==> src/rtl/core/bhs_pkg.sv <==
// ----------------------------------------------------------------------------
// bhs_pkg: shared types and constants of the bilinear hysteretic spring
// Item layouts, configuration bundle and datapath word types.
// ----------------------------------------------------------------------------
package bhs_pkg;

    // APB address width: seven 32-bit registers at byte addresses 4*i
    localparam int PADDR_W = 5;

    // Reset value of the elastic stiffness register, also the history reset
    localparam logic [31:0] K0_RESET = 32'd65536;

    // Shared multiplier operand and wide accumulator words
    typedef logic signed [32:0] op_t;
    typedef logic signed [65:0] wide_t;

    typedef struct packed {
        logic signed [31:0] disp_i_x;
        logic signed [31:0] disp_i_z;
        logic signed [31:0] disp_j_x;
        logic signed [31:0] disp_j_z;
        logic               commit;
    } in_item_t;

    typedef struct packed {
        logic signed [31:0] deformation;
        logic signed [47:0] spring_force;
        logic        [31:0] tangent_stiffness;
        logic               yielded;
        logic signed [47:0] node_force_0;
        logic signed [47:0] node_force_1;
        logic signed [47:0] node_force_2;
        logic signed [47:0] node_force_3;
    } out_item_t;

    // Configuration bundle from the register file to the core
    typedef struct packed {
        logic [3:0][15:0] cos;
        logic [31:0]      k0;
        logic [30:0]      uy;
        logic [15:0]      alpha;
        logic             stiff_wr;
        logic [31:0]      stiff_wdata;
    } cfg_t;

endpackage

==> src/rtl/core/bhs_cfg.sv <==
// ----------------------------------------------------------------------------
// bhs_cfg: APB configuration registers
// Direction cosines, elastic stiffness, yield deformation, hardening ratio.
// ----------------------------------------------------------------------------
module bhs_cfg (
    input  logic                        clk,
    input  logic                        rst_n,
    input  logic                        psel,
    input  logic                        penable,
    input  logic                        pwrite,
    input  logic [bhs_pkg::PADDR_W-1:0] paddr,
    input  logic [31:0]                 pwdata,
    input  logic                        pready,
    output logic [31:0]                 prdata,
    output bhs_pkg::cfg_t               cfg
);
    import bhs_pkg::*;

    localparam logic [2:0] REG_COS0  = 3'd0;
    localparam logic [2:0] REG_COS1  = 3'd1;
    localparam logic [2:0] REG_COS2  = 3'd2;
    localparam logic [2:0] REG_COS3  = 3'd3;
    localparam logic [2:0] REG_K0    = 3'd4;
    localparam logic [2:0] REG_UY    = 3'd5;
    localparam logic [2:0] REG_ALPHA = 3'd6;

    logic [3:0][15:0] cos_reg;
    logic [31:0]      k0_reg;
    logic [30:0]      uy_reg;
    logic [15:0]      alpha_reg;
    logic             wr_en;
    logic [2:0]       idx;

    assign wr_en = psel && penable && pwrite && pready;
    assign idx   = paddr[PADDR_W-1:2];

    always_ff @(posedge clk or negedge rst_n)
    begin
        if (!rst_n)
        begin
            cos_reg[0] <= 16'hC000;
            cos_reg[1] <= 16'h0000;
            cos_reg[2] <= 16'h4000;
            cos_reg[3] <= 16'h0000;
            k0_reg     <= K0_RESET;
            uy_reg     <= 31'd65536;
            alpha_reg  <= 16'd0;
        end
        else if (wr_en)
        begin
            unique case (idx)
                REG_COS0:  cos_reg[0] <= pwdata[15:0];
                REG_COS1:  cos_reg[1] <= pwdata[15:0];
                REG_COS2:  cos_reg[2] <= pwdata[15:0];
                REG_COS3:  cos_reg[3] <= pwdata[15:0];
                REG_K0:    k0_reg     <= pwdata;
                REG_UY:    uy_reg     <= pwdata[30:0];
                REG_ALPHA: alpha_reg  <= pwdata[15:0];
                default:   ;
            endcase
        end
    end

    always_comb
    begin
        unique case (idx)
            REG_COS0:  prdata = {16'd0, cos_reg[0]};
            REG_COS1:  prdata = {16'd0, cos_reg[1]};
            REG_COS2:  prdata = {16'd0, cos_reg[2]};
            REG_COS3:  prdata = {16'd0, cos_reg[3]};
            REG_K0:    prdata = k0_reg;
            REG_UY:    prdata = {1'b0, uy_reg};
            REG_ALPHA: prdata = {16'd0, alpha_reg};
            default:   prdata = 32'd0;
        endcase
    end

    // A stiffness write also reloads the stored tangent stiffness in the core
    assign cfg.cos         = cos_reg;
    assign cfg.k0          = k0_reg;
    assign cfg.uy          = uy_reg;
    assign cfg.alpha       = alpha_reg;
    assign cfg.stiff_wr    = wr_en && (idx == REG_K0);
    assign cfg.stiff_wdata = pwdata;

endmodule

==> config.mk <==
export PLATFORM = sky130hd
export DESIGN_NAME = bhs_cfg
export DESIGN_NICKNAME = d
export VERILOG_FILES = /design/src/rtl/core/bhs_pkg.sv /design/src/rtl/core/bhs_cfg.sv
export SDC_FILE = /design/constraint.sdc
export NUM_CORES = 1
export LEC_CHECK = 0
export BUFFER_PORTS_ARGS = -buffer_cell sky130_fd_sc_hd__buf_4
export CORE_MARGIN = 1.5
export CORE_UTILIZATION = 54
export DETAILED_ROUTE_END_ITERATION = 6
export GPL_TIMING_DRIVEN = 0
export PLACE_DENSITY_LB_ADDON = 0.08
export SYNTH_ARGS = -nofsm -noshare
export SYNTH_HDL_FRONTEND = slang
export SYNTH_SLANG_ARGS = --single-unit
export TNS_END_PERCENT = 50
==> constraint.sdc <==
create_clock -name clk -period 4.2 [get_ports clk]
set_input_delay 0.84 -clock clk [delete_from_list [all_inputs] [get_ports clk]]
set_output_delay 0.84 -clock clk [all_outputs]
set_load 0.02 [all_outputs]
==> impl_metrics.json, run 1 <==
{
  "r2r-end": "alpha_reg[8]$_DFFE_PN0P_",
  "critPathMaxFanout": 10,
  "fin_crit_sh_pct": 84.8,
  "insertion_delay_ns": 0.42,
  "r2r-start": "alpha_reg[8]$_DFFE_PN0P_",
  "postSynthAreaPerCell_sq_um": 13.9,
  "grt_pass1_vias": 5366,
  "grt_max_degree": 87,
  "yosysUniqueCellTypes": 38,
  "finClkSkew_ns": 0,
  "synth_fa_ha_area_share_pct": 0,
  "synth_simple_gate_area_share_pct": 4.02,
  "cts_hold_buf": 0,
  "irDropWorstVdd_uv": 260,
  "clockRootBuffer": "clkbuf_16",
  "relSlewSlack_pct": 40.5,
  "top_level_ports": 251,
  "synth_xor_xnor_area_share_pct": 0,
  "path_cells": "buf_4 > buf_2 > nor2b_1 > buf_2 > a32oi_1 > o211ai_1 > buf_4",
  "period_needed_ns": 3.56,
  "arrival_ns": 2.72,
  "path_clk_slew_ns": 0.06,
  "end_kind": "output pin",
  "rrSetupSlack_ns": 3.36,
  "overflow": 0,
  "critical_path.slowest_cell": "nor2b_1",
  "drv_slew": 0,
  "cts_tree": "yes",
  "critical_path.max_stage_delay_ns": 0.55,
  "ant_nets": 0,
  "std_cell_rows": 40,
  "cp.required_ns": 3.36,
  "wl_met3_um": 1960,
  "r2r_cells": 1,
  "synth_area_sq_um": 6790,
  "cap_viol_max_count": 0,
  "core_area_sq_um": 12200,
  "grt_pass1_wl_um": 31000,
  "crit_start": "paddr[2]",
  "muxShareOfSynthArea_pct": 29.0,
  "rsz0062_at_grt": "false",
  "outcome": "finished clean",
  "drive_gt1_share_pct": 61.6,
  "setup_viol": 0,
  "largest_reg_flops": 64,
  "final_cells": 936,
  "worstSetupPathType": "input port to output pin",
  "max_freq_mhz": 281,
  "cp-start-kind": "input port",
  "die_w_um": 115,
  "place.gp.congestion": 0.805,
  "via_count": 5365,
  "hpwl_um": 14200,
  "hold_class": "input port to async pin",
  "pre_cts_slack_ns": 0.669,
  "cts_setup_buffers": 0,
  "numCtsBuffers": 17,
  "p_leak_nw": 4.97,
  "die_area_sq_um": 13300,
  "cts_resized": 0,
  "initial_core_util_pct": 55.8,
  "remaining_drc_errors": 0,
  "synth_compound_area_share_pct": 7.24,
  "htreeDepth": 4,
  "antenna_found_initial": 0,
  "met1_length_um": 8010,
  "ys_ff_latch": 143,
  "tightest_slew_ns": 0.887,
  "seq_area_frac_synth_pct": 52.8,
  "die_h_um": 115,
  "track_usage_pct": 32.0,
  "syn_nets": 532,
  "syn_inst": 489,
  "layout.nets": 798,
  "fillers": 768,
  "area_growth_pct": 40.0,
  "finalSetupTns_ns": 0,
  "hold_violations": 0,
  "setup_ws_ns": 0.637,
  "crit_end": "prdata[1]",
  "cts.path.max_buffers": 2,
  "vias_per_cell": 5.73,
  "port_buffers": 246,
  "finalPower_mw": 4.43,
  "first_pass_iters": 6,
  "wl_met2_um": 10200,
  "dp_cells": 904,
  "diodes": 0,
  "wire_per_inst_um": 22.0,
  "wirelength_um": 20600,
  "synth_top_family_by_area": "multiplexers",
  "p_per_area_nw_per_um2": 466,
  "dr.first_iter.drc_count": 536,
  "cts.sinks": 143,
  "routed.top_layer": "met4",
  "synth-warning-count": 0
}
==> worst max-delay path: cells and delay by family <==
kind,cells,cell delay (ns)
compound gates,2,0.36
buf+inv,4,0.97
simple gates,1,0.55
==> power by group <==
group	switching, mW	internal (mW)
clock	0.549	1.06
sequential	0.157	1.57
combinational	0.579	0.522
total	1.28	3.15
==> cells by family (layout without fill, tap and decap cells) <==
kind of cell,count (synthesis),after routing
muxes,172,172
and+or+nand+nor,36,36
DFF,143,143
buffers and inverters,70,349
AOI/OAI and AO/OA,68,68
==> cell usage after synthesis <==
cell type / instances / area (sq um)
nor3b_1: 1 / 7.51
o211ai_1: 4 / 30.0
nor3b_2: 1 / 12.5
and2_1: 3 / 18.8
a21oi_1: 15 / 75.1
mux2i_1: 4 / 40.0
buf_12: 1 / 20.0
nand2b_1: 2 / 12.5
nand3b_1: 1 / 7.51
a22o_1: 15 / 131
nor3_2: 2 / 20.0
mux2_2: 128 / 1440
dfrtp_1: 138 / 3450
nand3_1: 1 / 5.00
o21ai_0: 12 / 60.1
and4b_1: 4 / 40.0
buf_4: 35 / 263
dfstp_2: 5 / 131
a211oi_1: 1 / 7.51
mux2_4: 10 / 150
and3b_1: 5 / 43.8
o32a_1: 1 / 10.0
a21boi_0: 1 / 7.51
or4_1: 1 / 7.51
a31oi_1: 4 / 25.0
a32oi_1: 4 / 35.0
and2b_1: 1 / 7.51
buf_2: 12 / 60.1
nand4_1: 1 / 6.26
buf_6: 6 / 67.6
mux2_1: 30 / 338
inv_1: 2 / 7.51
and4_1: 1 / 8.76
a221o_1: 1 / 10.0
and3_1: 11 / 68.8
a222oi_1: 10 / 100
nor2b_1: 1 / 6.26
clkbuf_1: 14 / 52.6
==> through the flow <==
step	cell area, sq um	hold WS [ns]	utilization [%]
floorplan	6790	0.544	-
global placement	8850	0.492	72.7
detailed placement	8880	0.505	73.0
CTS	9510	0.391	78.2
global route	9510	0.411	78.2
finish	9510	0.375	78.2
==> worst min-delay path by stage <==
stage | start | end | slack (ns) | cells after the start
after global routing | rst_n | cfg[134]$_DFFE_PN0P_ | 0.41 | 1
after global placement | alpha_reg[5]$_DFFE_PN0P_ | alpha_reg[5]$_DFFE_PN0P_ | 0.49 | 1
after detailed placement | alpha_reg[7]$_DFFE_PN0P_ | alpha_reg[7]$_DFFE_PN0P_ | 0.51 | 1
after floorplan | rst_n | alpha_reg[0]$_DFFE_PN0P_ | 0.54 | 0
final | rst_n | cfg[166]$_DFFE_PN0P_ | 0.38 | 1
after CTS | rst_n | cfg[166]$_DFFE_PN0P_ | 0.39 | 1
==> layout by cell type (no fill, tap or decap), types with 2 or more instances in the layout <==
master / netlist / layout
and3b_1: 5 / 5
mux2i_1: 4 / 4
o211ai_1: 4 / 4
mux2_2: 128 / 128
a222oi_1: 10 / 10
dfstp_2: 5 / 5
clkbuf_8: 0 / 4
a21oi_1: 15 / 15
o21ai_0: 12 / 12
nor3_2: 2 / 2
and4b_1: 4 / 4
clkbuf_16: 0 / 17
mux2_1: 30 / 30
bufinv_16: 0 / 4
mux2_4: 10 / 10
a32oi_1: 4 / 4
clkbuf_1: 14 / 20
buf_2: 12 / 12
buf_4: 35 / 280
buf_6: 6 / 7
a22o_1: 15 / 15
and3_1: 11 / 11
and2_1: 3 / 3
nand2b_1: 2 / 2
inv_1: 2 / 2
a31oi_1: 4 / 4
dfrtp_1: 138 / 138
==> cell type report <==
| cell class | count | area [sq um] | area share, % |
|---|---|---|---|
| Tap cell | 168 | 210 | 2.21 |
| Clock buffer | 27 | 503 | 5.29 |
| Inverter | 2 | 7.51 | 0.0790 |
| Multi-Input combinational cell | 276 | 2730 | 28.8 |
| Buffer | 68 | 463 | 4.87 |
| Sequential cell | 143 | 3580 | 37.7 |
| Timing Repair Buffer | 247 | 1880 | 19.8 |
| Clock inverter | 5 | 125 | 1.32 |
==> per-layer routing <==
layer	up-vias	global-route usage [%]
met1	2698	40.2
met5	-	0
met4	0	11.7
met3	40	9.59
li1	2322	-
met2	305	52.8
Power figures use the tool's default switching activity.
==> run 2: changes to the inputs <==
Settings changed: ABC_AREA set to 1, CORE_UTILIZATION 54 to 50.
Clock period 4.2 ns to 3.46 ns, I/O delays scaled along.
==> run 2 against run 1 <==
  * Largest power group unchanged
  * Critical path type unchanged
  * Clock power up 17%
  * Wire length up 23%
  * Synthesized cell count up 95%
  * Count of clock-buffer cells in the layout down 2
  * First-iteration DRC count up 14%
  * Highest routed layer unchanged
  * Combinational power up 19%
  * Final area up 3.6%
==> impl_metrics.json, run 2 <==
{
  "std_cell_rows": 43,
  "initial_core_util_pct": 51.3,
  "die_h_um": 123,
  "cp-start-kind": "input port",
  "grt_max_degree": 84,
  "synth_common_cells": "nand2_1, dfrtp_1, nand3_1, nor2_1, nand4_1",
  "wire_per_inst_um": 17.9,
  "ant_nets": 0,
  "syn_nets": 998,
  "finClkSkew_ns": 0,
  "diodes": 0,
  "track_usage_pct": 34.4,
  "cts_tree": "yes",
  "r2r_cells": 2,
  "remaining_drc_errors": 0,
  "yosysUniqueCellTypes": 21,
  "grt_pass1_wl_um": 37800,
  "r2r-start": "cfg[126]$_DFFE_PN1P_",
  "drv_slew": 0,
  "synth_top_area_share_pct": 48.3,
  "cp.required_ns": 2.77,
  "final_cells": 1413,
  "fin_area_sq_um": 9850,
  "synth_most_common_cell": "nand2_1",
  "rrSetupSlack_ns": 2.69,
  "seq_area_frac_synth_pct": 50.2,
  "crit_start": "paddr[2]",
  "cts.path.max_buffers": 2,
  "place.gp.congestion": 0.925,
  "placed_cell_area_sq_um": 9250,
  "arrival_ns": 2.22,
  "hold_violations": 0,
  "die_w_um": 123,
  "syn_inst": 955,
  "insertion_delay_ns": 0.42,
  "overflow": 0,
  "ys.flop_type": "dfrtp_1",
  "largest_reg_flops": 64,
  "setup_viol": 0,
  "dr.first_iter.drc_count": 611,
  "layout_commonest_cell": "nand2_1",
  "die_area_sq_um": 15000,
  "synth_area_leader_cell": "dfrtp_1",
  "finalPower_mw": 5.30,
  "cap_viol_max_count": 0,
  "p_per_area_nw_per_um2": 538,
  "fin_crit_sh_pct": 84.1,
  "port_buffers": 246,
  "irDropWorstVdd_uv": 335,
  "rsz0062_at_grt": "false",
  "end_kind": "output pin",
  "core_area_sq_um": 13900,
  "tightest_slew_ns": 0.613,
  "worstSetupPathType": "input port to output pin",
  "layout.nets": 1264,
  "layout_common_cells": "nand2_1, buf_4, dfrtp_1",
  "synth_area_leaders": "dfrtp_1, nand2_1, buf_4",
  "cts.sinks": 143,
  "via_count": 7524,
  "relSlewSlack_pct": 59.2,
  "path_clk_slew_ns": 0.05,
  "clockRootBuffer": "clkbuf_16",
  "period_needed_ns": 2.91,
  "vias_per_cell": 5.32,
  "max_freq_mhz": 344,
  "ys_ff_latch": 143,
  "critPathMaxFanout": 10,
  "outcome": "finished clean",
  "wirelength_um": 25300,
  "first_pass_iters": 5,
  "hpwl_um": 18500,
  "fin_util_pct": 70.7,
  "r2r-end": "cfg[126]$_DFFE_PN1P_",
  "synth_area_sq_um": 7140,
  "dp_cells": 1382,
  "numCtsBuffers": 17,
  "async_reset_ff_share_pct": 100,
  "cts_resized": 0,
  "htreeDepth": 4,
  "synth-warning-count": 0,
  "synth_edf_count": 0,
  "cts_setup_buffers": 0,
  "cts_hold_buf": 0,
  "area_growth_pct": 37.8,
  "drive_gt1_share_pct": 30.3,
  "p_leak_nw": 5.84,
  "top_level_ports": 251,
  "grt_pass1_vias": 6820,
  "postSynthAreaPerCell_sq_um": 7.48,
  "antenna_found_initial": 0,
  "hold_class": "input port to async pin",
  "finalSetupTns_ns": 0
}
==> run 2: changes by cell type after synthesis, moves of 12 or more <==
cell,before,now
mux2_1,30,0
nand4_1,1,48
nand2_1,0,541
o21ai_0,12,0
nor2_1,0,49
a22o_1,15,0
a21oi_1,15,0
nand3_1,1,49
inv_1,2,17
mux2_2,128,0
==> run 2: kinds of logic after synthesis <==
group,count (synthesis),synth area share (%)
buf+inv,113,9.04
flops,143,50.2
simple gates,699,40.8
==> run 2: layer usage <==
| layer | global-route usage, % | routed length, um | share of wire (%) | vias to the layer above |
|---|---|---|---|---|
| met5 | 0 | 0 | 0 | - |
| met4 | 17.2 | 1080 | 4.3 | 0 |
| met3 | 9.76 | 2800 | 11 | 68 |
| met2 | 52.3 | 11600 | 46 | 455 |
| met1 | 45.3 | 9780 | 39 | 3502 |
| li1 | - | - | - | 3499 |
==> run 2: critical path: stages <==
cell,delay [ns]
buf_4,0.11
buf_4,0.22
inv_2,0.11
clkbuf_1,0.25
nand4_1,0.13
nand2_1,0.10
nor2_1,0.32
nand2_1,0.11
buf_4,0.18
==> run 2: layout make-up <==
| cell class | instances | area, sq um |
|---|---|---|
| flip-flops and latches | 143 | 3580 |
| inverters | 31 | 121 |
| multi-input cells | 699 | 2910 |
| clock buffers | 25 | 495 |
| clock inverters | 6 | 105 |
| repair buffers | 247 | 1880 |
| well taps | 180 | 225 |
| plain buffers | 82 | 524 |
| fillers | 1198 | 4090 |
==> run 2: per-stage QoR <==
stage | setup WS [ns] | hold WS (ns)
2_1_floorplan | 1.11 | 0.396
3_3_place_gp | 0.611 | 0.468
3_5_place_dp | 0.642 | 0.475
4_1_cts | 0.624 | 0.270
5_1_grt | 0.437 | 0.296
6_report | 0.550 | 0.254
==> run 2: worst max path at each step <==
stage                       to  slack [ns]  depth (start not counted)
floorplan           prdata[12]        1.11                          8
global placement     prdata[0]        0.61                          9
detailed placement   prdata[0]        0.64                          9
CTS                  prdata[0]        0.62                          9
global route         prdata[0]        0.44                          9
finish               prdata[0]        0.55                          9
==> run 2: power breakdown <==
group	total, mW	switching (mW)	leakage [nW]	internal (mW)
sequential	2.11	0.209	1.89	1.90
clock	1.88	0.676	0.297	1.20
combinational	1.31	0.789	3.65	0.525
total	5.30	1.67	5.84	3.63
==> run 3: changes to the inputs <==
Settings changed: ABC_AREA 1 to 0, CORE_UTILIZATION 50 to 45.
Clock period 3.46 ns to 2.6 ns, I/O delays scaled along.
==> run 3 against run 2 <==
  * The run now ends with design-rule violations left
  * Utilization decreased by 5.7 points
  * Global-route usage decreased by 7.8 points
  * Clock skew unchanged
  * Combinational power increased by 36%
  * Largest cell class unchanged
  * Cell count decreased by 33%
  * Hold slack got worse by 0.16 ns
==> impl_metrics.json, run 3 (synthesis gave the netlist of run 1 again) <==
{
  "outcome": "complete, but fails checks",
  "violations": "design-rule violations",
  "max_freq_mhz": 393,
  "hold_violations": 0,
  "layout.nets": 798,
  "finalPower_mw": 7.04,
  "whs_ns": 0.0905,
  "insertion_delay_ns": 0.42,
  "via_count": 5271,
  "worstSetupPathType": "input port to output pin",
  "cap_viol_max_count": 0,
  "dr.first_iter.drc_count": 333,
  "cp.required_ns": 2.08,
  "p_leak_nw": 4.98,
  "finClkSkew_ns": 0,
  "tightest_slew_ns": 0.795,
  "grt_max_degree": 73,
  "fillers": 1158,
  "internal_power_mw": 4.93,
  "period_needed_ns": 2.55,
  "combPwrFrac_pct": 25.3,
  "largest_reg_flops": 64,
  "numCtsBuffers": 17,
  "first_pass_iters": 7,
  "r2r_cells": 1,
  "initial_core_util_pct": 46.4,
  "layout_common_cells": "buf_4, dfrtp_1, mux2_2",
  "grt_pass1_vias": 5434,
  "cp-start-kind": "input port",
  "p_per_area_nw_per_um2": 740,
  "wire_per_inst_um": 21.7,
  "r2r-end": "uy_reg[0]$_DFFE_PN0P_",
  "vias_per_cell": 5.54,
  "hold_class": "input port to async pin",
  "htreeDepth": 4,
  "remaining_drc_errors": 1,
  "die_area_sq_um": 15800,
  "relSlewSlack_pct": 46.7,
  "critPathMaxFanout": 10,
  "track_usage_pct": 26.7,
  "path_clk_slew_ns": 0.06,
  "cts_tree": "yes",
  "diodes": 0,
  "arrival_ns": 2.03,
  "wirelength_um": 20700,
  "area_growth_pct": 40.1,
  "antenna_found_initial": 0,
  "port_buffers": 246,
  "hpwl_um": 14500,
  "drv_slew": 0,
  "cts.sinks": 143,
  "p_switching_mw": 2.11,
  "pwr-share-clk_pct": 35.2,
  "end_kind": "output pin",
  "cts.path.max_buffers": 2,
  "overflow": 0,
  "fin_crit_sh_pct": 97.9,
  "top_level_ports": 251,
  "irDropWorstVdd_uv": 460,
  "std_cell_rows": 44,
  "die_h_um": 126,
  "switching_share_pct": 29.9,
  "clockRootBuffer": "clkbuf_16",
  "die_w_um": 126,
  "rsz0062_at_grt": "false",
  "layout_commonest_cell": "buf_4",
  "place.gp.congestion": 0.798,
  "r2r-start": "uy_reg[0]$_DFFE_PN0P_",
  "grt_pass1_wl_um": 31800,
  "drive_gt1_share_pct": 63.0,
  "setup_viol": 0,
  "placed_cell_area_sq_um": 8900,
  "cts_hold_buf": 0,
  "core_area_sq_um": 14600,
  "seqPwrFrac_pct": 39.5,
  "rrSetupSlack_ns": 1.77,
  "fin_area_sq_um": 9510,
  "ant_nets": 0
}
[run 3: cell types whose count changed in the layout (fill, tap and decap cells not counted), sizes merged, moves of 5 or more]
| cell | previous run | this run |
|---|---|---|
| a22o | 0 | 15 |
| buf | 320 | 301 |
| nand4 | 48 | 1 |
| and3b | 0 | 5 |
| o21ai | 0 | 12 |
| nand2 | 545 | 0 |
| inv | 29 | 2 |
| nand3 | 54 | 1 |
| nor2 | 52 | 0 |
| and3 | 0 | 11 |
| a222oi | 0 | 10 |
| a21oi | 0 | 15 |
| mux2 | 0 | 168 |
[run 3: routing by layer]
metal  vias up  wire (um)  track usage [%]
met4         0        366             8.05
met3        27       1500             7.09
met5         -          0                0
met2       245       9980             42.6
met1      2682       8860             35.8
li1       2317          -                -
[run 3: layout make-up]
class                   count  area, sq um  area share, %
flip-flops and latches    143         3580           37.7
multi-input cells         276         2740           28.8
repair buffers            247         1880           19.7
plain buffers              68          473           4.97
clock buffers              21          460           4.84
well taps                 184          230           2.42
clock inverters            11          139           1.46
inverters                   2         7.51         0.0789
[run 3: stage by stage]
stage | worst slack, ns | TNS (ns) | utilization (%) | std cells
6_report | 0.0548 | 0 | 65.0 | 952
5_1_grt | 0.00447 | 0 | 65.0 | 952
4_1_cts | 0.0299 | 0 | 64.9 | 952
3_5_place_dp | -0.225 | -1.89 | 60.8 | 920
3_3_place_gp | -0.226 | -1.98 | 60.5 | 919
2_1_floorplan | 0.340 | 0 | - | 489
[run 3: power by group through the flow]
stage          sequential (mW)  combinational (mW)  clock [mW]
6_report                  2.78                1.78        2.48
5_1_grt                   2.82                1.87        2.61
4_1_cts                   2.77                1.80        2.50
3_5_place_dp              2.81                1.79           0
3_3_place_gp              2.78                1.76           0
2_1_floorplan             3.13               0.571           0
[run 3: repair_timing]
action / in CTS / in global routing
setup endpoints to repair: 14 / 4
gates resized for setup: 6 / 5
hold endpoints to repair: 0 / 0
setup buffers: 0 / 0
[run 3: worst max-delay path by stage]
stage | from | to | slack, ns | cells past startpoint
finish | paddr[3] | prdata[12] | 0.05 | 6
global route | paddr[3] | prdata[0] | 0.004 | 6
CTS | paddr[2] | prdata[11] | 0.03 | 7
detailed placement | paddr[2] | prdata[11] | -0.22 | 7
global placement | paddr[2] | prdata[11] | -0.23 | 7
floorplan | paddr[4] | prdata[12] | 0.34 | 6
[run 3: critical path, cell delays in order]
cell and delay, ns:
buf_6 0.10, clkbuf_1 0.53, mux2_2 0.41, a21oi_1 0.15, o21ai_0 0.11, buf_4 0.20
